### src/hw/rtl/slp_attribute_list_parser_defines.svh
// ----------------------------------------------------------------------------
// slp attribute list parser assertion macros
// shared concurrent assertion forms used by the parser rtl
// ----------------------------------------------------------------------------
`ifndef SLP_ATTRIBUTE_LIST_PARSER_DEFINES_SVH
`define SLP_ATTRIBUTE_LIST_PARSER_DEFINES_SVH

// same-cycle implication
`define SLP_ASSERT_NOW(label, clk, rst, ante, cons, msg) \
  label: assert property (@(posedge clk) disable iff (rst) (ante) |-> (cons)) \
    else $error(msg);

// next-cycle implication
`define SLP_ASSERT_NEXT(label, clk, rst, ante, cons, msg) \
  label: assert property (@(posedge clk) disable iff (rst) (ante) |=> (cons)) \
    else $error(msg);

`endif

### src/hw/rtl/slp_pkg.sv
// ----------------------------------------------------------------------------
// slp_pkg
// types, attribute name tables and character helpers for the attribute parser
// ----------------------------------------------------------------------------
package slp_pkg;

  localparam int NAMED_ATTRS  = 6;
  localparam int NUM_ATTRS_DEF = 6;
  localparam int NAME_CHARS   = 18;
  localparam int NAME_BITS    = NAME_CHARS * 8;

  localparam int OUT_DEPTH = 4;
  localparam int OUT_PTR_W = $clog2(OUT_DEPTH);
  localparam int OUT_CNT_W = $clog2(OUT_DEPTH + 1);

  localparam logic [7:0] CH_LPAREN = 8'h28;
  localparam logic [7:0] CH_RPAREN = 8'h29;
  localparam logic [7:0] CH_COMMA  = 8'h2C;
  localparam logic [7:0] CH_EQUAL  = 8'h3D;
  localparam logic [7:0] CH_BSLASH = 8'h5C;

  typedef enum logic [1:0] {
    KIND_VALUE  = 2'd0,
    KIND_END    = 2'd1,
    KIND_STATUS = 2'd2
  } kind_t;

  typedef enum logic [2:0] {
    ST_OK      = 3'd0,
    ST_DUP     = 3'd1,
    ST_MISSING = 3'd2,
    ST_MULTI   = 3'd3,
    ST_ESCAPE  = 3'd4,
    ST_UNTERM  = 3'd5
  } status_t;

  typedef struct packed {
    kind_t                  kind;
    logic [2:0]             attr_index;
    logic [7:0]             value_byte;
    status_t                status;
    logic [NAMED_ATTRS-1:0] missing_mask;
    logic                   is_final;
  } result_t;

  typedef struct packed {
    logic    v1;
    logic    v0;
    result_t r1;
    result_t r0;
  } res_pair_t;

  // names right-justified, first character in the highest used byte
  localparam logic [NAME_BITS-1:0] ATTR_NAME [NAMED_ATTRS] = '{
    NAME_BITS'("acn-fctn"),
    NAME_BITS'("acn-services"),
    NAME_BITS'("acn-uacn"),
    NAME_BITS'("cid"),
    NAME_BITS'("csl-esta.dmp"),
    NAME_BITS'("device-description")
  };

  localparam logic [4:0] ATTR_LEN [NAMED_ATTRS] = '{
    5'd8, 5'd12, 5'd8, 5'd3, 5'd12, 5'd18
  };

  // list-valued attributes: services, csl, device description
  localparam logic [NAMED_ATTRS-1:0] ATTR_LIST = 6'b110010;

  function automatic logic [7:0] attr_char(input logic [2:0] idx, input logic [4:0] pos);
    logic [NAME_BITS-1:0] nm;
    int sh;
    nm = ATTR_NAME[idx];
    sh = (int'(ATTR_LEN[idx]) - 1 - int'(pos)) * 8;
    if (sh < 0) begin
      return 8'h00;
    end
    return 8'(nm >> sh);
  endfunction

  // {valid, nibble}
  function automatic logic [4:0] hex_class(input logic [7:0] c);
    logic [4:0] r;
    r = 5'd0;
    if (c >= 8'h30 && c <= 8'h39) begin
      r = {1'b1, 4'(c - 8'h30)};
    end else if (c >= 8'h61 && c <= 8'h66) begin
      r = {1'b1, 4'(c - 8'h57)};
    end else if (c >= 8'h41 && c <= 8'h46) begin
      r = {1'b1, 4'(c - 8'h37)};
    end
    return r;
  endfunction

  function automatic logic is_reserved(input logic [7:0] c);
    logic r;
    r = 1'b0;
    if (c < 8'h20 || c == 8'h7F) begin
      r = 1'b1;
    end else begin
      unique case (c)
        8'h28, 8'h29, 8'h2C, 8'h5C, 8'h21, 8'h3C, 8'h3D, 8'h3E, 8'h7E: r = 1'b1;
        default: r = 1'b0;
      endcase
    end
    return r;
  endfunction

endpackage

### src/hw/rtl/slp_parse.sv
// ----------------------------------------------------------------------------
// slp_parse
// per-byte tag matching, value decoding and status tracking
// ----------------------------------------------------------------------------
`include "slp_attribute_list_parser_defines.svh"

module slp_parse
  import slp_pkg::*;
#(
  parameter int NUM_ATTRS = NUM_ATTRS_DEF
) (
  input  logic       clk,
  input  logic       rst,
  input  logic       in_valid,
  input  logic [7:0] in_byte,
  input  logic       in_last,
  output res_pair_t  res
);

  localparam int ACTIVE_ATTRS = (NUM_ATTRS < NAMED_ATTRS) ? NUM_ATTRS : NAMED_ATTRS;
  localparam logic [NAMED_ATTRS-1:0] ACTIVE_MASK = NAMED_ATTRS'((1 << ACTIVE_ATTRS) - 1);

  typedef enum logic [2:0] {
    MODE_OUTSIDE = 3'd0,
    MODE_TAG     = 3'd1,
    MODE_VALUE   = 3'd2,
    MODE_ESC1    = 3'd3,
    MODE_ESC2    = 3'd4
  } mode_t;

  mode_t                  mode, mode_step, mode_next;
  logic [NAMED_ATTRS-1:0] cand, cand_step, cand_next;
  logic [4:0]             pos, pos_step, pos_next;
  logic [2:0]             cur, cur_step, cur_next;
  logic [NAMED_ATTRS-1:0] seen, seen_step, seen_next;
  logic [3:0]             hi, hi_step, hi_next;
  status_t                err, err_step, err_next;

  logic [7:0]             lc;
  logic [NAMED_ATTRS-1:0] tag_keep;
  logic                   hit_any;
  logic [2:0]             hit_idx;
  logic [4:0]             hx;
  logic [7:0]             dec;
  logic                   err_set;
  status_t                err_code;
  logic                   body_v;
  kind_t                  body_kind;
  logic [7:0]             body_val;
  logic [NAMED_ATTRS-1:0] miss;
  status_t                fin_status;
  result_t                body_r, fin_r;

  assign lc  = (in_byte >= 8'h41 && in_byte <= 8'h5A) ? 8'(in_byte + 8'd32) : in_byte;
  assign hx  = hex_class(in_byte);
  assign dec = {hi, hx[3:0]};

  always_comb begin
    for (int i = 0; i < NAMED_ATTRS; i++) begin
      tag_keep[i] = (pos < ATTR_LEN[i]) && (attr_char(3'(i), pos) == lc);
    end
  end

  always_comb begin
    hit_any = 1'b0;
    hit_idx = 3'd0;
    for (int i = 0; i < ACTIVE_ATTRS; i++) begin
      if (cand[i] && ATTR_LEN[i] == pos) begin
        hit_any = 1'b1;
        hit_idx = 3'(i);
      end
    end
  end

  always_comb begin
    mode_step = mode;
    cand_step = cand;
    pos_step  = pos;
    cur_step  = cur;
    seen_step = seen;
    hi_step   = hi;
    err_set   = 1'b0;
    err_code  = ST_OK;
    body_v    = 1'b0;
    body_kind = KIND_VALUE;
    body_val  = 8'h00;
    unique case (mode)
      MODE_TAG: begin
        if (in_byte == CH_LPAREN) begin
          cand_step = '1;
          pos_step  = '0;
        end else if (in_byte == CH_EQUAL) begin
          if (!hit_any) begin
            mode_step = MODE_OUTSIDE;
          end else if (seen[hit_idx]) begin
            err_set   = 1'b1;
            err_code  = ST_DUP;
            mode_step = MODE_OUTSIDE;
          end else begin
            seen_step[hit_idx] = 1'b1;
            cur_step  = hit_idx;
            mode_step = MODE_VALUE;
          end
        end else if (in_byte == CH_RPAREN) begin
          mode_step = MODE_OUTSIDE;
        end else begin
          cand_step = cand & tag_keep;
          if (pos != '1) begin
            pos_step = pos + 5'd1;
          end
        end
      end
      MODE_VALUE: begin
        if (in_byte == CH_RPAREN) begin
          body_v    = (err == ST_OK);
          body_kind = KIND_END;
          mode_step = MODE_OUTSIDE;
        end else if (in_byte == CH_COMMA) begin
          if (ATTR_LIST[cur]) begin
            body_v    = (err == ST_OK);
            body_kind = KIND_END;
          end else begin
            err_set  = 1'b1;
            err_code = ST_MULTI;
          end
        end else if (in_byte == CH_BSLASH) begin
          mode_step = MODE_ESC1;
        end else begin
          body_v   = (err == ST_OK);
          body_val = in_byte;
        end
      end
      MODE_ESC1: begin
        if (hx[4]) begin
          hi_step   = hx[3:0];
          mode_step = MODE_ESC2;
        end else begin
          err_set   = 1'b1;
          err_code  = ST_ESCAPE;
          mode_step = MODE_VALUE;
        end
      end
      MODE_ESC2: begin
        mode_step = MODE_VALUE;
        if (hx[4] && is_reserved(dec)) begin
          body_v   = (err == ST_OK);
          body_val = dec;
        end else begin
          err_set  = 1'b1;
          err_code = ST_ESCAPE;
        end
      end
      default: begin
        if (in_byte == CH_LPAREN) begin
          mode_step = MODE_TAG;
          cand_step = '1;
          pos_step  = '0;
        end else begin
          mode_step = MODE_OUTSIDE;
        end
      end
    endcase
    err_step = (err_set && err == ST_OK) ? err_code : err;
  end

  // final status priority: sticky error, unterminated, missing
  always_comb begin
    miss = ~seen_step & ACTIVE_MASK;
    priority if (err_step != ST_OK) begin
      fin_status = err_step;
    end else if (mode_step != MODE_OUTSIDE) begin
      fin_status = ST_UNTERM;
    end else if (miss != '0) begin
      fin_status = ST_MISSING;
    end else begin
      fin_status = ST_OK;
    end
  end

  always_comb begin
    body_r.kind         = body_kind;
    body_r.attr_index   = cur;
    body_r.value_byte   = body_val;
    body_r.status       = ST_OK;
    body_r.missing_mask = '0;
    body_r.is_final     = 1'b0;
    fin_r.kind          = KIND_STATUS;
    fin_r.attr_index    = 3'd0;
    fin_r.value_byte    = 8'h00;
    fin_r.status        = fin_status;
    fin_r.missing_mask  = miss;
    fin_r.is_final      = 1'b1;
    res.v0 = in_valid && (body_v || in_last);
    res.v1 = in_valid && body_v && in_last;
    res.r0 = body_v ? body_r : fin_r;
    res.r1 = fin_r;
  end

  always_comb begin
    if (in_last) begin
      mode_next = MODE_OUTSIDE;
      cand_next = '1;
      pos_next  = '0;
      cur_next  = '0;
      seen_next = '0;
      hi_next   = '0;
      err_next  = ST_OK;
    end else begin
      mode_next = mode_step;
      cand_next = cand_step;
      pos_next  = pos_step;
      cur_next  = cur_step;
      seen_next = seen_step;
      hi_next   = hi_step;
      err_next  = err_step;
    end
  end

  always_ff @(posedge clk) begin
    if (rst) begin
      mode <= MODE_OUTSIDE;
      cand <= '1;
      pos  <= '0;
      cur  <= '0;
      seen <= '0;
      hi   <= '0;
      err  <= ST_OK;
    end else if (in_valid) begin
      mode <= mode_next;
      cand <= cand_next;
      pos  <= pos_next;
      cur  <= cur_next;
      seen <= seen_next;
      hi   <= hi_next;
      err  <= err_next;
    end
  end

  `SLP_ASSERT_NEXT(a_clear_after_last, clk, rst, in_valid && in_last, mode == MODE_OUTSIDE && seen == '0 && err == ST_OK && cand == '1, "state not cleared after final byte")
  `SLP_ASSERT_NEXT(a_error_sticky, clk, rst, err != ST_OK && !(in_valid && in_last), err == $past(err), "sticky error changed within a string")
  `SLP_ASSERT_NOW(a_slot_order, clk, rst, res.v1, res.v0 && res.r1.is_final && !res.r0.is_final, "second result slot is not the final status")
  `SLP_ASSERT_NOW(a_value_needs_ok, clk, rst, res.v0 && !res.r0.is_final, err == ST_OK && (mode == MODE_VALUE || mode == MODE_ESC2), "value output outside a clean value")

endmodule

### src/hw/rtl/slp_out_fifo.sv
// ----------------------------------------------------------------------------
// slp_out_fifo
// small result queue taking up to two words per cycle and giving one per cycle while out_ready is high
// ----------------------------------------------------------------------------
module slp_out_fifo
  import slp_pkg::*;
(
  input  logic      clk,
  input  logic      rst,
  input  res_pair_t res,
  output logic      room,
  output logic      out_valid,
  input  logic      out_ready,
  output result_t   out_data
);

  result_t              mem [OUT_DEPTH];
  logic [OUT_PTR_W-1:0] wr, rd;
  logic [OUT_CNT_W-1:0] cnt, cnt_next;
  logic [OUT_CNT_W-1:0] push_n;
  logic                 pop;

  assign push_n    = OUT_CNT_W'(res.v0) + OUT_CNT_W'(res.v1);
  assign out_valid = (cnt != '0);
  assign out_data  = mem[rd];
  assign pop       = out_valid && out_ready;
  assign room      = (cnt <= OUT_CNT_W'(OUT_DEPTH - 2));
  assign cnt_next  = cnt + push_n - OUT_CNT_W'(pop);

  always_ff @(posedge clk) begin
    if (res.v0) begin
      mem[wr] <= res.r0;
    end
    if (res.v1) begin
      mem[wr + OUT_PTR_W'(1)] <= res.r1;
    end
  end

  always_ff @(posedge clk) begin
    if (rst) begin
      wr  <= '0;
      rd  <= '0;
      cnt <= '0;
    end else begin
      wr  <= wr + OUT_PTR_W'(push_n);
      rd  <= rd + OUT_PTR_W'(pop);
      cnt <= cnt_next;
    end
  end

endmodule

### src/hw/rtl/slp_attribute_list_parser.sv
// results of an accepted byte are registered in the four-word output queue, then output
// throughput: one byte per cycle while s_axis_tready is high; a final byte gives up to two
// words, drained one per m_axis_tready cycle; input stalls with under two free or in rst
// reset: synchronous rst returns the parser to the outside-attribute state and empties
// the queue, ready again in the next cycle
// ----------------------------------------------------------------------------
// slp_attribute_list_parser
// streaming attribute list parser with tagged value bytes and final status
// ----------------------------------------------------------------------------
module slp_attribute_list_parser
  import slp_pkg::*;
#(
  parameter int NUM_ATTRS = NUM_ATTRS_DEF
) (
  input  logic        clk,
  input  logic        rst,
  input  logic        s_axis_tvalid,
  output logic        s_axis_tready,
  input  logic [7:0]  s_axis_tdata,   // in_byte
  input  logic        s_axis_tlast,   // in_last
  output logic        m_axis_tvalid,
  input  logic        m_axis_tready,
  output logic [23:0] m_axis_tdata,   // attr_index, value_byte, status, missing_mask
  output logic [1:0]  m_axis_tuser,   // kind
  output logic        m_axis_tlast    // is_final
);

  logic      accept;
  logic      room;
  res_pair_t res;
  result_t   out_word;

  assign accept        = s_axis_tvalid && s_axis_tready;
  assign s_axis_tready = room && !rst;

  slp_parse #(
    .NUM_ATTRS(NUM_ATTRS)
  ) u_parse (
    .clk     (clk),
    .rst     (rst),
    .in_valid(accept),
    .in_byte (s_axis_tdata),
    .in_last (s_axis_tlast),
    .res     (res)
  );

  slp_out_fifo u_fifo (
    .clk      (clk),
    .rst      (rst),
    .res      (res),
    .room     (room),
    .out_valid(m_axis_tvalid),
    .out_ready(m_axis_tready),
    .out_data (out_word)
  );

  assign m_axis_tdata = {4'b0000, out_word.missing_mask, out_word.status,
                         out_word.value_byte, out_word.attr_index};
  assign m_axis_tuser = out_word.kind;
  assign m_axis_tlast = out_word.is_final;

endmodule
### config.mk
export PLATFORM = sky130hd
export DESIGN_NAME = slp_attribute_list_parser
export DESIGN_NICKNAME = d
export VERILOG_FILES = /design/src/hw/rtl/slp_pkg.sv /design/src/hw/rtl/slp_parse.sv /design/src/hw/rtl/slp_out_fifo.sv /design/src/hw/rtl/slp_attribute_list_parser.sv
export VERILOG_INCLUDE_DIRS = /design/src /design/src/hw/rtl
export SDC_FILE = /design/constraint.sdc
export NUM_CORES = 1
export LEC_CHECK = 0
export ABC_AREA = 1
export BUFFER_PORTS_ARGS = -buffer_cell sky130_fd_sc_hd__buf_4
export CORE_AREA = 2 2 141 143
export CTS_CLUSTER_DIAMETER = 200
export DETAILED_ROUTE_END_ITERATION = 6
export DIE_AREA = 0 0 143 145
export HOLD_SLACK_MARGIN = 0.02
export PLACE_DENSITY = 0.71
export SETUP_SLACK_MARGIN = 0.1
export SLEW_MARGIN = 20
export SYNTH_ARGS = -nofsm -noshare
export SYNTH_HDL_FRONTEND = slang
export SYNTH_SLANG_ARGS = --single-unit
### constraint.sdc
create_clock -name clk -period 3.4 [get_ports clk]
set_input_delay 0.51 -clock clk [delete_from_list [all_inputs] [get_ports clk]]
set_output_delay 0.51 -clock clk [all_outputs]
set_load 0.01 [all_outputs]
* After elaboration in Yosys (flattened, before gate mapping)
Memories as Yosys holds them, arrays and structs flattened. A register that Yosys moved wholly into a read port is not among the register bits. Cells that the tools add are included.
Word-level totals: ROM bits 8, register bits 37, memories kept 2, input port bits 13, output and inout port bits 29, bits in writable memories 92
Memory list:
- u_fifo.mem | depth 4, width 23, rd ports 1, clocked after Yosys merged registers in 1, wr ports 2, RTL line slp_out_fifo.sv:17 | result_t mem [OUT_DEPTH];
- (no name shown) | depth 8, width 1, rd ports 1, clocked after Yosys merged registers in 1, wr ports 0, RTL line slp_parse.sv:119 | if (ATTR_LIST[cur]) begin
Cells by class: $add $sub $neg 15, $lt $le $gt $ge 20, mux-type cells 125, equality and inequality tests 35, bitwise logic cells 3, shift-type cells 6, reductions and logical operators 46
Operators by type and width (count):
- 95-bit by 32-bit right shift with 8-bit output (first input constant) | 2
- 143-bit by 32-bit right shift with 8-bit output (first input constant) | 1
- 32-bit by 1-bit < comparator with 1-bit output (second input constant) | 4
- 63-bit by 32-bit right shift with 8-bit output (first input constant) | 2
- 8-bit two-way mux | 15
- 3-bit two-way mux | 30
- 8-bit by 6-bit == test with 1-bit output (second input constant) | 11
- 6-bit two-way mux | 11
- 8-bit == test | 6
- 5-bit two-way mux | 9
- 1-bit two-way mux | 38
- 8-bit by 7-bit == test with 1-bit output (second input constant) | 4
- 23-bit by 32-bit right shift with 8-bit output (first input constant) | 1
- 1-bit logical AND | 25
- 8-bit by 7-bit <= comparator with 1-bit output (second input constant) | 3
- 3-bit case mux with 4 select lines | 2
- 23-bit two-way mux | 1
- 2-bit two-way mux | 9
- 8-bit by 7-bit >= comparator with 1-bit output (second input constant) | 2
- 8-bit case mux with 2 select lines | 1
- 3-bit nonzero test | 5
- 4-bit two-way mux | 3
- 6-bit case mux with 2 select lines | 1
- 6-bit AND reduction | 2
- 50 further kinds | 62

* Longest topological paths before layout
Gate-level depths: netlist (run 1).
depth in word-level cells 23, gate-level depth with buffers 29, gate-level depth less buffers 27

* Cells and area by module
Synthesis (run 1) repeated with hierarchy kept, for this count alone.
Unflattened totals: cells, all modules 1262, area total of the unflattened synthesis 9255.1 sq um
By module, submodules not included:
- slp_out_fifo | instances 1, cells each 558, area each 5193.7 sq um, seq. area each 2902.8 sq um
- slp_parse | instances 1, cells each 694, area each 4003.8 sq um, seq. area each 620.6 sq um
- slp_attribute_list_parser | instances 1, cells each 10, area each 57.6 sq um, seq. area each 0.0 sq um

* Least setup slack after synthesis (run 1)
OpenSTA, ideal clock, no wires.
path type in2reg, start point input port s_axis_tdata[0], end point register u_fifo.cnt[2], path slack -0.255 ns, cell stages on the path 28, setup time 0.128 ns, data arrival time 3.528 ns, required time 3.272 ns, cell sequence buf_2 -> inv_2 -> ha_1 -> nand2_1 -> nand2_1 -> o21bai_1 -> nand2_2 -> nand2_4 -> nand2_4 -> buf_8 -> nand3_1 -> a21oi_1 -> nor2_1 -> nand2_1 -> nand2_2 -> nand3_4 -> nand2_2 -> nand2_4 -> nand2_4 -> buf_6 -> nand2_1 -> nor2_1 -> ha_1 -> inv_1 -> fa_1 -> xor2_1 -> inv_1 -> nor2_1
Between the ends: longest elaborated chain between the ends 18, elaborated cells between the ends (all ways) 47
RTL lines:
- start: declaration | RTL line slp_attribute_list_parser.sv:19 | input logic [7:0] s_axis_tdata,
- 8-bit by 7-bit >= comparator with 1-bit output or 8-bit by 7-bit <= comparator with 1-bit output (tied branches) | RTL line slp_pkg.sv:89 | end else if (c >= 8'h41 && c <= 8'h46) begin
- 1-bit logical AND | RTL line slp_pkg.sv:89
- 5-bit two-way mux | RTL line slp_pkg.sv:89
- 5-bit two-way mux | RTL line slp_pkg.sv:87 | end else if (c >= 8'h61 && c <= 8'h66) begin
- 5-bit two-way mux | RTL line slp_pkg.sv:85 | if (c >= 8'h30 && c <= 8'h39) begin
- 8-bit by 6-bit == test with 1-bit output or 8-bit by 7-bit == test with 1-bit output (tied branches) | RTL line slp_pkg.sv:101 | unique case (c)
- 9-bit OR reduction | RTL line slp_pkg.sv:101
- 1-bit two-way mux | RTL line slp_pkg.sv:101
- [... 2 more ...]
- 1-bit logical AND | RTL line slp_parse.sv:145 | if (hx[4] && is_reserved(dec)) begin
- 1-bit two-way mux | RTL line slp_parse.sv:145
- 1-bit case mux with 2 select lines (*) | RTL line slp_parse.sv:87 | unique case (mode)
- 1-bit logical OR or 1-bit logical AND (tied branches) | RTL line slp_parse.sv:193, slp_parse.sv:194
- 1-bit logical AND (on tied branches) | RTL line slp_parse.sv:193, slp_parse.sv:194
- 1-bit by 1-bit adder with 2-bit output (*) | RTL line slp_out_fifo.sv:23 | assign push_n = OUT_CNT_W'(res.v0) + OUT_CNT_W'(res.v1);
- 3-bit adder (*) | RTL line slp_out_fifo.sv:28 | assign cnt_next = cnt + push_n - OUT_CNT_W'(pop);
- 3-bit by 1-bit subtractor with 3-bit output (*) | RTL line slp_out_fifo.sv:28
- end signal: assignment | RTL line slp_out_fifo.sv:47 | cnt <= cnt_next;
- end: declaration | RTL line slp_out_fifo.sv:19 | logic [OUT_CNT_W-1:0] cnt, cnt_next;
Mark *: on every way between the ends. The rest lies on a longest branch, timed or not. The select of a mux whose other input is x is not followed. A chain may end at the register's enable or synchronous reset.

* Final worst setup path (run 1)
start point input port s_axis_tdata[1], end point register u_fifo.cnt[2]
Same word-level chain as after synthesis.

==> flow_metrics.tcl, run 1 <==
set metrics [dict create \
    outcome "complete, no violations" \
    worst_hold_path_type "reg2reg" \
    clock_latency_of_the_later_clocked_register_in_the_worst_skew_pair_ps 420 \
    grt_antenna_before_repair 0 \
    power.leakage_nw 5.22 \
    synth_compound_area_share_pct 17.4 \
    synthesized_instance_count 1295 \
    global_route.usage.total_pct 23.8 \
    detailed_place_hpwl_um 17300 \
    dominant_combinational_cell_family_by_area_after_synthesis "simple AND/OR/NAND/NOR gates" \
    post-route-min-period_ps 3080 \
    syn_area_um2 8500 \
    drt_wl_total_um 24400 \
    floorplan.initialDensity_pct 44.3 \
    setup.worst_path.start_class "primary input" \
    final_critical_path_setup_slack_ps 317 \
    buffer_count_from_post_cts_setup_fixing 0 \
    synth_sequential_area_ratio_pct 33.9 \
    unrepaired_setup_endpoints_after_global_routing "false" \
    preCtsSetupSlack_ps -89.1 \
    p_total_mw 5.68 \
    postSynth.asyncResetShare_pct 0 \
    worstSetupPathType "in2reg" \
    synth_area_per_cell_um2 6.57 \
    io_pins 42 \
    final_antenna_net_count 0 \
    finalNetCount 1401 \
    clock-skew-final_ps 7.25 \
    wl_per_cell_um 14.8 \
    detail_route.first_pass.iterations 5 \
    die-width_um 143 \
    routed-via-count 8593 \
    cts.path.max_buffers 2 \
    synth.top_cells.by_count "295 x sky130_fd_sc_hd__nand2_1, 187 x sky130_fd_sc_hd__inv_1, 184 x sky130_fd_sc_hd__nor2_1" \
    max-cap-violations 0 \
    post_drt_via_cell_ratio 5.22 \
    chipHeight_um 145 \
    layout_worst_path_cycle_share_pct 90.7 \
    cts-resized-gates 0 \
    cp_max_fo 7 \
    synth-warning-count 0 \
    setup_violations 0 \
    cts_tree "yes" \
    tightestPinTransition_ps 1110 \
    port_buffers 37 \
    worst_setup_hold_path_clk_slew_ps 60 \
    cts_inserted_buffers 17 \
    clock-sinks 126 \
    post_synth_and_or_nand_nor_area_fraction_pct 30.5 \
    max_freq_mhz 324 \
    first_global_vias 7951 \
    gp_congestion 0.918 \
    final_layout_size_suffix_gt1_share_pct 13.4 \
    number_of_flops_mapped_to_enable_cells_by_yosys 36 \
    ys_flop_type "sky130_fd_sc_hd__dfxtp_1" \
    insertedDiodeCount 0 \
    share_of_yosys_cell_area_claimed_by_the_top_area_cell_type_pct 21.2 \
    pwr_density_cell_nw_per_um2 560 \
    cts_max_level 4 \
    grt.overflow.total 0 \
    grt_pass1_wl_um 39600 \
    timing.final.hold_violations 0 \
    yosysUniqueCellTypes 53 \
    max-slew-margin-rel_pct 25.6 \
    drc 0 \
    worst-endpoint-arrival_ps 3390 \
    drt_first_iter_violations 718 \
    synthDominantAreaCellType "sky130_fd_sc_hd__dfxtp_1" \
    fraction_of_synthesized_cell_area_in_xor_and_xnor_cells_pct 2.47 \
    synthToLayoutAreaGrowth_pct 19.3 \
    cts.root.buffer_cell "sky130_fd_sc_hd__clkbuf_16" \
    yosys_register_bits 126 \
    worst_ir_drop_vdd_mv 0.362 \
    synth.most_common_cell "sky130_fd_sc_hd__nand2_1" \
    placementRows 51 \
    post_cts_hold_buffer_count 0 \
    synth_fa_ha_area_share_pct 3.18 \
    slew_violations 0 \
    wp_data_required_ps 3700 \
    maximum_number_of_pins_on_one_net_before_global_route_repair 54 \
    floorplan.core_area_um2 19200 \
    post_synth_main_area_contributors "sky130_fd_sc_hd__dfxtp_1 21%, sky130_fd_sc_hd__nand2_1 13%, sky130_fd_sc_hd__edfxtp_1 13%, sky130_fd_sc_hd__inv_1 8.3%, sky130_fd_sc_hd__nor2_1 8.1%" \
    muxShareOfSynthArea_pct 0 \
    endpoint_kind "flop" \
    die-area_um2 20700 \
]
==> where the power goes <==
part           switching (mW)  internal, mW  leakage [nW]  total [mW]
combinational            1.12         0.753          3.81        1.87
clock                   0.671          1.34         0.326        2.01
sequential             0.0797          1.72          1.08        1.80
==> cells in the final DEF (no fill, tap or decap), types with 5 or more instances in the layout <==
master                        n
sky130_fd_sc_hd__o22ai_1     32
sky130_fd_sc_hd__ha_1        15
sky130_fd_sc_hd__nand3_2      5
sky130_fd_sc_hd__nor4_1       5
sky130_fd_sc_hd__o211ai_1     8
sky130_fd_sc_hd__o31ai_1     10
sky130_fd_sc_hd__nand2_1    291
sky130_fd_sc_hd__buf_4      102
sky130_fd_sc_hd__inv_2        7
sky130_fd_sc_hd__o21ai_0     75
sky130_fd_sc_hd__dfxtp_1     89
sky130_fd_sc_hd__edfxtp_1    36
sky130_fd_sc_hd__o21ai_1     21
sky130_fd_sc_hd__xor2_1      19
sky130_fd_sc_hd__nand4_1     28
sky130_fd_sc_hd__clkbuf_16   17
sky130_fd_sc_hd__clkbuf_8     6
sky130_fd_sc_hd__a21oi_1     71
sky130_fd_sc_hd__inv_1      186
sky130_fd_sc_hd__a31oi_1      7
sky130_fd_sc_hd__nor2_1     183
sky130_fd_sc_hd__xnor2_1      5
sky130_fd_sc_hd__nor3_1      22
sky130_fd_sc_hd__a211oi_1    14
sky130_fd_sc_hd__nand2_2     10
sky130_fd_sc_hd__nand3_1     45
==> layer usage <==
metal | part of all wire (%) | track usage (%) | vias up
li1 | - | - | 4363
met1 | 45 | 31.9 | 3890
met2 | 47 | 38.6 | 296
met3 | 5.5 | 3.80 | 44
met4 | 2.3 | 8.37 | 0
met5 | 0 | 0 | -
==> flip-flops by register name (all words and copies together) (netlist names), named ones only <==
signal and flops:
u_fifo.mem 88, u_parse.cand 6, u_parse.seen 6, u_parse.pos 5
u_parse.hi 4, u_fifo.cnt 3, u_parse.cur 3, u_parse.err 3
u_parse.mode 3, u_fifo.rd 2, u_fifo.wr 2
==> area by class of cell <==
class	instances	area, µm²
Tap cell	265	332
Clock inverter	9	153
Timing Repair Buffer	107	857
Sequential cell	126	2880
Inverter	200	762
Fill cell	1868	9060
Multi-Input combinational cell	915	4650
Clock buffer	23	508
==> stage by stage <==
step | TNS [ps] | util [%] | hold slack, ps | cells | cell area, µm²
2_1_floorplan | 0 | - | 428 | 1298 | 8580
3_3_place_gp | -2.05 | 49.2 | 443 | 1613 | 9450
3_5_place_dp | -159 | 49.2 | 451 | 1613 | 9450
4_1_cts | 0 | 52.6 | 460 | 1645 | 10100
5_1_grt | 0 | 52.8 | 475 | 1645 | 10100
6_report | 0 | 52.8 | 464 | 1645 | 10100
==> worst paths after layout <==
kind / start / cells after the start / slack [ps] / end
worst min register to register: u_fifo.mem[0][0] / 2 / 460 / u_fifo.mem[0][0]
worst min-delay path: u_fifo.mem[0][0] / 2 / 460 / u_fifo.mem[0][0]
worst max-delay path: s_axis_tdata[1] / 28 / 320 / u_fifo.cnt[2]
worst max register to register: u_parse.pos[1] / 18 / 500 / u_fifo.mem[1][7]
==> critical path, cell delays in order <==
cell,delay [ps]
sky130_fd_sc_hd__buf_4,100
sky130_fd_sc_hd__clkinvlp_4,140
sky130_fd_sc_hd__ha_4,190
sky130_fd_sc_hd__nand2_2,50
sky130_fd_sc_hd__nand2_1,60
sky130_fd_sc_hd__o21bai_1,150
sky130_fd_sc_hd__nand2_2,100
sky130_fd_sc_hd__nand2_4,110
sky130_fd_sc_hd__nand2_4,90
sky130_fd_sc_hd__nand2_1,100
sky130_fd_sc_hd__nand2_1,50
sky130_fd_sc_hd__nand2_1,70
sky130_fd_sc_hd__nand2_1,50
sky130_fd_sc_hd__nor2_1,100
sky130_fd_sc_hd__nand2_1,60
sky130_fd_sc_hd__nand2_2,100
sky130_fd_sc_hd__nand3_4,70
sky130_fd_sc_hd__nand2_2,110
sky130_fd_sc_hd__nand2_4,60
sky130_fd_sc_hd__nand2_4,70
sky130_fd_sc_hd__nand2_2,50
sky130_fd_sc_hd__nor2_2,130
sky130_fd_sc_hd__ha_2,190
sky130_fd_sc_hd__inv_1,50
sky130_fd_sc_hd__fa_2,340
sky130_fd_sc_hd__xor2_1,150
sky130_fd_sc_hd__inv_1,60
sky130_fd_sc_hd__nor2_1,30
==> cell families (layout without fill, tap and decap cells) <==
| group | count (synthesis) | in the layout |
|---|---|---|
| AND/OR/NAND/NOR | 609 | 609 |
| AO/OA/AOI/OAI | 257 | 257 |
| buffers and inverters | 257 | 339 |
| flip-flops | 126 | 126 |
| XOR/XNOR | 24 | 24 |
| adder cells (fa/ha/maj) | 21 | 21 |
| other | 1 | 4 |
Note: power is estimated with default switching activity, not from simulation.
==> run 2, diff against run 1 <==
- CELL_PAD_IN_SITES_DETAIL_PLACEMENT: not set -> 0
- CELL_PAD_IN_SITES_GLOBAL_PLACEMENT: not set -> 1
- PLACE_DENSITY: 0.71 -> 0.88
- SKIP_CTS_REPAIR_TIMING: not set -> 1
- clock period: 3.4 -> 3.9 ns (I/O delays scaled with it)
==> run 2 against run 1 <==
Net effect:
- final cell count is 1.9% lower
- power is 16% lower
- clock skew is 1.8 ps higher
- design area is 4.2% lower
- register-to-register slack better by 220 ps
- sequential power is 13% lower
- critical endpoint unchanged
- largest power group unchanged
- clock power is 19% lower
- wire length is 2.4% lower
==> flow_metrics.tcl, run 2 (synthesis gave the netlist of run 1 again) <==
set metrics [dict create \
    comb_power_share_pct 33.1 \
    chipHeight_um 145 \
    clock-skew-final_ps 9.10 \
    placementRows 51 \
    finalNetCount 1370 \
    die-width_um 143 \
    final_antenna_net_count 0 \
    clock-sinks 126 \
    number_of_cell_instances_on_the_worst_register_to_register_path 18 \
    insertedDiodeCount 0 \
    timing.final.hold_violations 0 \
    min_to "u_fifo.mem[0][0]" \
    grt.overflow.total 0 \
    unrepaired_setup_endpoints_after_global_routing "false" \
    pwr_density_cell_nw_per_um2 490 \
    max-cap-violations 0 \
    most-common-layout-cells "295 x sky130_fd_sc_hd__nand2_1, 187 x sky130_fd_sc_hd__inv_1, 184 x sky130_fd_sc_hd__nor2_1" \
    global_route.usage.total_pct 23.3 \
    crit_top_cell "sky130_fd_sc_hd__nand2_1" \
    floorplan.core_area_um2 19200 \
    min_from "u_fifo.mem[0][0]" \
    maximum_number_of_pins_on_one_net_before_global_route_repair 56 \
    hold-worst-slack_ps 458 \
    dpl.cell_count 1582 \
    setup_violations 0 \
    wp_data_required_ps 4190 \
    post_drt_via_cell_ratio 5.21 \
    worst_setup_hold_path_clk_slew_ps 50 \
    biggestRegsByFlops "u_fifo.mem x88, u_parse.cand x6, u_parse.seen x6" \
    swShare_pct 33.1 \
    power.net_switching_mw 1.58 \
    drt_first_iter_violations 676 \
    max_ffs_per_register 88 \
    cp_max_fo 12 \
    grt_pass1_wl_um 38800 \
    final_common_cell "sky130_fd_sc_hd__nand2_1" \
    io_pins 42 \
    r2r-end "u_fifo.mem[1][9]" \
    detailed_place_hpwl_um 17200 \
    crit_start "s_axis_tdata[1]" \
    routed-via-count 8411 \
    r2r_slack_ps 720 \
    worst_ir_drop_vdd_mv 0.247 \
    clock_latency_of_the_later_clocked_register_in_the_worst_skew_pair_ps 420 \
    multiInputGateArea_um2 4570 \
    port_buffers 37 \
    first_global_vias 7830 \
    grt_antenna_before_repair 0 \
    slew_violations 0 \
    final_layout_size_suffix_gt1_share_pct 9.79 \
    max-slew-margin-rel_pct 30.5 \
    worst_r2r_startpoint "u_parse.pos[1]" \
    clock_power_share_pct 34.1 \
    wl_per_cell_um 14.7 \
    worst-endpoint-arrival_ps 3770 \
    top_register_by_number_of_flip_flops "u_fifo.mem" \
    outcome "complete, no violations" \
    floorplan.initialDensity_pct 44.3 \
    detail_route.first_pass.iterations 5 \
    cts_inserted_buffers 17 \
    cts.root.buffer_cell "sky130_fd_sc_hd__clkbuf_16" \
    worstSetupPathType "in2reg" \
    area.sequential_um2 2880 \
    hold_path_depth 2 \
    drc 0 \
    max_stage_delay_ps 440 \
    synthToLayoutAreaGrowth_pct 14.3 \
    worst_path_dominant_cell_family "simple AND/OR/NAND/NOR gates" \
    max_freq_mhz 288 \
    critical_path.slowest_cell "sky130_fd_sc_hd__fa_1" \
    cts.path.max_buffers 2 \
    timing.critical_path.buf_inv 5 \
    instances_no_fill 1614 \
    p_int_mw 3.19 \
    cts_tree "yes" \
    gp_congestion 0.962 \
    power.leakage_nw 5.04 \
    worst_hold_path_type "reg2reg" \
    layout_worst_path_cycle_share_pct 89.0 \
    cts_max_level 4 \
    endpoint_kind "flop" \
    setup.worst_path.start_class "primary input" \
    sequential_power_share_pct 32.8 \
    post-route-min-period_ps 3470 \
    die-area_um2 20700 \
    tightestPinTransition_ps 1040 \
    setup_total_negative_slack_ps 0 \
    drt_wl_total_um 23800 \
    fill_cells 1988 \
]
==> run 2: cell count changes in the layout (fill, tap and decap cells not counted), sizes merged <==
cell      delta
bufinv       -2
clkinvlp     -2
clkbuf       +5
buf         -31
inv          -1
==> run 2: how the worst max path moves through the flow <==
stage,end,cells past startpoint
after floorplan,u_fifo.cnt[2],28
after global placement,u_fifo.cnt[2],27
after detailed placement,u_fifo.cnt[2],27
after CTS,u_fifo.cnt[2],27
after global routing,u_fifo.cnt[2],27
final,u_fifo.cnt[2],27
==> run 2: per-stage QoR <==
stage | instance area (µm²) | util, % | total power, mW | worst slack [ps]
after CTS | 9720 | 50.6 | 4.80 | 453
after global placement | 9110 | 47.4 | 3.14 | 125
after detailed placement | 9110 | 47.4 | 3.17 | 12.7
after global routing | 9720 | 50.6 | 5.07 | 118
final | 9720 | 50.6 | 4.76 | 429
after floorplan | 8520 | - | 2.62 | 170
==> run 2: per-layer routing <==
metal	vias up	track usage, %	part of all wire [%]
met4	0	9.75	2.8
met1	3803	30.7	46
met5	-	0	0
li1	4301	-	-
met2	250	38.0	47
met3	57	3.30	4.7
==> run 2: layout make-up <==
cell class / count / area share [%]
clock inverters: 4 / 0.760
flip-flops and latches: 126 / 29.7
inverters: 200 / 7.75
repair buffers: 76 / 5.87
well taps: 265 / 3.41
multi-input cells: 915 / 47.0
clock buffers: 28 / 5.54
==> run 2: power groups by stage <==
stage / Clock, mW / Combinational (mW) / Sequential (mW)
2_1_floorplan: 0 / 1.05 / 1.57
3_3_place_gp: 0 / 1.56 / 1.58
3_5_place_dp: 0 / 1.58 / 1.59
4_1_cts: 1.65 / 1.59 / 1.56
5_1_grt: 1.71 / 1.79 / 1.58
6_report: 1.63 / 1.58 / 1.56
==> run 2: worst register-to-register path, delay by kind of cell (launching register included) <==
family / cells / cell delay, ps
compound gates: 2 / 320
simple gates: 13 / 1610
buf+inv: 2 / 140
fa+ha+maj: 1 / 230
flops: 1 / 630
==> run 3, diff against run 2 <==
- ABC_AREA: 1 -> not set
- PLACE_DENSITY: 0.88 -> 0.83
==> run 3 against run 2 <==
Net effect:
- power is 20% lower
- global-route usage decreased by 0.67 points
- fmax rose by 1.3%
- sequential share of layout area about the same
==> flow_metrics.tcl, run 3 <==
set metrics [dict create \
    worst_path_dominant_cell_family "compound AO/OA/AOI/OAI gates" \
    top_register_by_number_of_flip_flops "u_fifo.mem" \
    worst-endpoint-arrival_ps 3670 \
    dominant_combinational_cell_family_by_area_after_synthesis "simple AND/OR/NAND/NOR gates" \
    post-route-min-period_ps 3430 \
    layout_worst_path_cycle_share_pct 87.9 \
    grt_pass1_wl_um 37600 \
    detail_route.first_pass.iterations 5 \
    placementRows 51 \
    synthDominantAreaCellType "sky130_fd_sc_hd__dfxtp_1" \
    post_synth_main_area_contributors "sky130_fd_sc_hd__dfxtp_1 21%, sky130_fd_sc_hd__edfxtp_1 13%, sky130_fd_sc_hd__nor2_1 6.8%, sky130_fd_sc_hd__mux4_2 5.8%, sky130_fd_sc_hd__mux2i_1 5.4%" \
    post_synth_and_or_nand_nor_area_fraction_pct 22.0 \
    drc 0 \
    yosys_register_bits 126 \
    grt.overflow.total 0 \
    detailed_place_hpwl_um 16300 \
    final_layout_size_suffix_gt1_share_pct 17.6 \
    synthToLayoutAreaGrowth_pct 14.7 \
    power.leakage_nw 3.65 \
    min_to "u_fifo.mem[3][0]" \
    final_util_pct 50.7 \
    fraction_of_synthesized_cell_area_in_xor_and_xnor_cells_pct 3.92 \
    met2_usage_pct 35.0 \
    maximum_number_of_pins_on_one_net_before_global_route_repair 37 \
    insertedDiodeCount 0 \
    crit_top_cell "sky130_fd_sc_hd__a41oi_2" \
    worst_ir_drop_vdd_mv 0.302 \
    worst_setup_hold_path_clk_slew_ps 60 \
    min_from "u_fifo.mem[3][0]" \
    multiInputGateArea_um2 5180 \
    ys_flop_type "sky130_fd_sc_hd__dfxtp_1" \
    port_buffers 37 \
    area.sequential_um2 2880 \
    cp.depth 12 \
    finalNetCount 1030 \
    placement_cell_area_um2 9130 \
    crit_path_cell_trace "buf_4, inv_1, ha_1, nand4b_1, o21ai_2, o211ai_2, a41oi_2, a21boi_2, a311oi_4, a41oi_1, a41oi_2, nor4b_2" \
    synth_sequential_area_ratio_pct 34.0 \
    synth_area_per_cell_um2 8.76 \
    synth.most_common_cell "sky130_fd_sc_hd__nor2_1" \
    max-slew-margin-rel_pct 36.9 \
    floorplan.core_area_um2 19200 \
    yosysUniqueCellTypes 96 \
    endpoint_kind "flop" \
    clock-sinks 126 \
    drt_wl_total_um 22800 \
    max_freq_mhz 292 \
    worstSetupPathType "reg2reg" \
    worst_r2r_startpoint "u_parse.pos[3]" \
    preCtsSetupSlack_ps 125 \
    most-common-layout-cells "153 x sky130_fd_sc_hd__nor2_1, 90 x sky130_fd_sc_hd__dfxtp_1, 77 x sky130_fd_sc_hd__buf_4" \
    biggestRegsByFlops "u_fifo.mem x88, u_parse.cand x6, u_parse.seen x6" \
    outcome "complete, no violations" \
    setup_violations 0 \
    number_of_flops_mapped_to_enable_cells_by_yosys 36 \
    clock_latency_of_the_later_clocked_register_in_the_worst_skew_pair_ps 430 \
    worst_hold_path_type "reg2reg" \
    slew_violations 0 \
    synth_fa_ha_area_share_pct 3.19 \
    cts.path.max_buffers 2 \
    global_route.usage.total_pct 22.6 \
    final_common_cell "sky130_fd_sc_hd__nor2_1" \
    chipHeight_um 145 \
    busiest_layer "met2" \
    routed-via-count 7425 \
    max-cap-violations 0 \
    gp_congestion 0.881 \
    wp_data_required_ps 4140 \
    hold_path_depth 2 \
    cts_max_level 4 \
    r2r_slack_ps 470 \
    floorplan.initialDensity_pct 44.2 \
    share_of_yosys_cell_area_claimed_by_the_top_area_cell_type_pct 21.2 \
    first_global_vias 7219 \
    hold-worst-slack_ps 461 \
    tightestPinTransition_ps 938 \
    max_ffs_per_register 88 \
    number_of_cell_instances_on_the_worst_register_to_register_path 12 \
    grt_antenna_before_repair 0 \
    post_drt_via_cell_ratio 5.83 \
    postSynth.asyncResetShare_pct 0 \
    wl_per_cell_um 17.9 \
    final_critical_path_setup_slack_ps 474 \
    stdcell_area_um2 9730 \
    max_stage_delay_ps 450 \
    synthesized_instance_count 968 \
    synth_compound_area_share_pct 19.6 \
    cp_max_fo 10 \
    synth.top_cells.by_count "153 x sky130_fd_sc_hd__nor2_1, 90 x sky130_fd_sc_hd__dfxtp_1, 61 x sky130_fd_sc_hd__a21oi_1, 61 x sky130_fd_sc_hd__nand2_1, 46 x sky130_fd_sc_hd__mux2i_1" \
    global_route_track_usage_on_met1_pct 32.7 \
    timing.critical_path.buf_inv 2 \
    clock-skew-final_ps 10.9 \
    cts_inserted_buffers 17 \
    setup_total_negative_slack_ps 0 \
    r2r-end "u_fifo.mem[3][8]" \
    unrepaired_setup_endpoints_after_global_routing "false" \
    pwr_density_cell_nw_per_um2 394 \
    timing.final.hold_violations 0 \
    die-area_um2 20700 \
    synth-warning-count 0 \
    final_antenna_net_count 0 \
    setup.worst_path.start_class "flop" \
    cts.root.buffer_cell "sky130_fd_sc_hd__clkbuf_16" \
    syn_area_um2 8480 \
    fill_cells 1831 \
    drt_first_iter_violations 584 \
    die-width_um 143 \
    muxShareOfSynthArea_pct 11.5 \
    cts_tree "yes" \
    critical_path.slowest_cell "sky130_fd_sc_hd__ha_1" \
    io_pins 42 \
    grtUsageMet3_pct 3.96 \
]
==> run 3: kinds of logic (layout without fill, tap and decap cells) <==
family                   Yosys count  in the layout
flip-flops                       126            126
other                              1              4
adder cells (fa/ha/maj)           21             21
XOR/XNOR                          38             38
AO/OA/AOI/OAI                    232            232
multiplexers                      70             70
buffers and inverters            108            146
AND/OR/NAND/NOR                  372            372
==> run 3: per-layer routing <==
metal / up-vias / share of wire, % / wire length [µm]
met2: 217 / 46 / 10500
met4: 0 / 1.2 / 265
met5: - / 0 / 0
met1: 3603 / 48 / 10900
li1: 3576 / - / -
met3: 29 / 5.2 / 1180
==> run 3: how the worst max path moves through the flow <==
stage	slack, ps	start	end
CTS	510	u_parse.pos[3]	u_fifo.mem[3][8]
floorplan	100	s_axis_tdata[0]	u_fifo.cnt[2]
finish	470	u_parse.pos[3]	u_fifo.mem[3][8]
global route	220	u_parse.pos[3]	u_fifo.mem[3][8]
detailed placement	120	s_axis_tdata[0]	u_fifo.cnt[2]
global placement	200	s_axis_tdata[0]	u_fifo.cnt[2]
==> run 3: cell type report <==
type	count	share of cell area (%)
repair buffers	77	5.94
clock buffers	19	4.67
well taps	265	3.41
multi-input cells	737	53.3
flip-flops and latches	126	29.6
inverters	37	1.53
clock inverters	13	1.54
==> run 3: report_power, final <==
part,internal [mW],switching (mW)
Combinational,0.367,0.415
Clock,0.992,0.629
Sequential,1.40,0.0345
==> run 3: tightest hold or removal path, cell delays in order (launching register included) <==
cell and delay [ps]:
sky130_fd_sc_hd__dfxtp_1 310, sky130_fd_sc_hd__inv_1 50, sky130_fd_sc_hd__o21ai_1 50
==> run 3: through the flow <==
stage | instances | total power [mW]
finish | 1274 | 3.83
global route | 1274 | 4.00
detailed placement | 1242 | 2.24
floorplan | 971 | 2.01
CTS | 1274 | 3.87
global placement | 1242 | 2.24
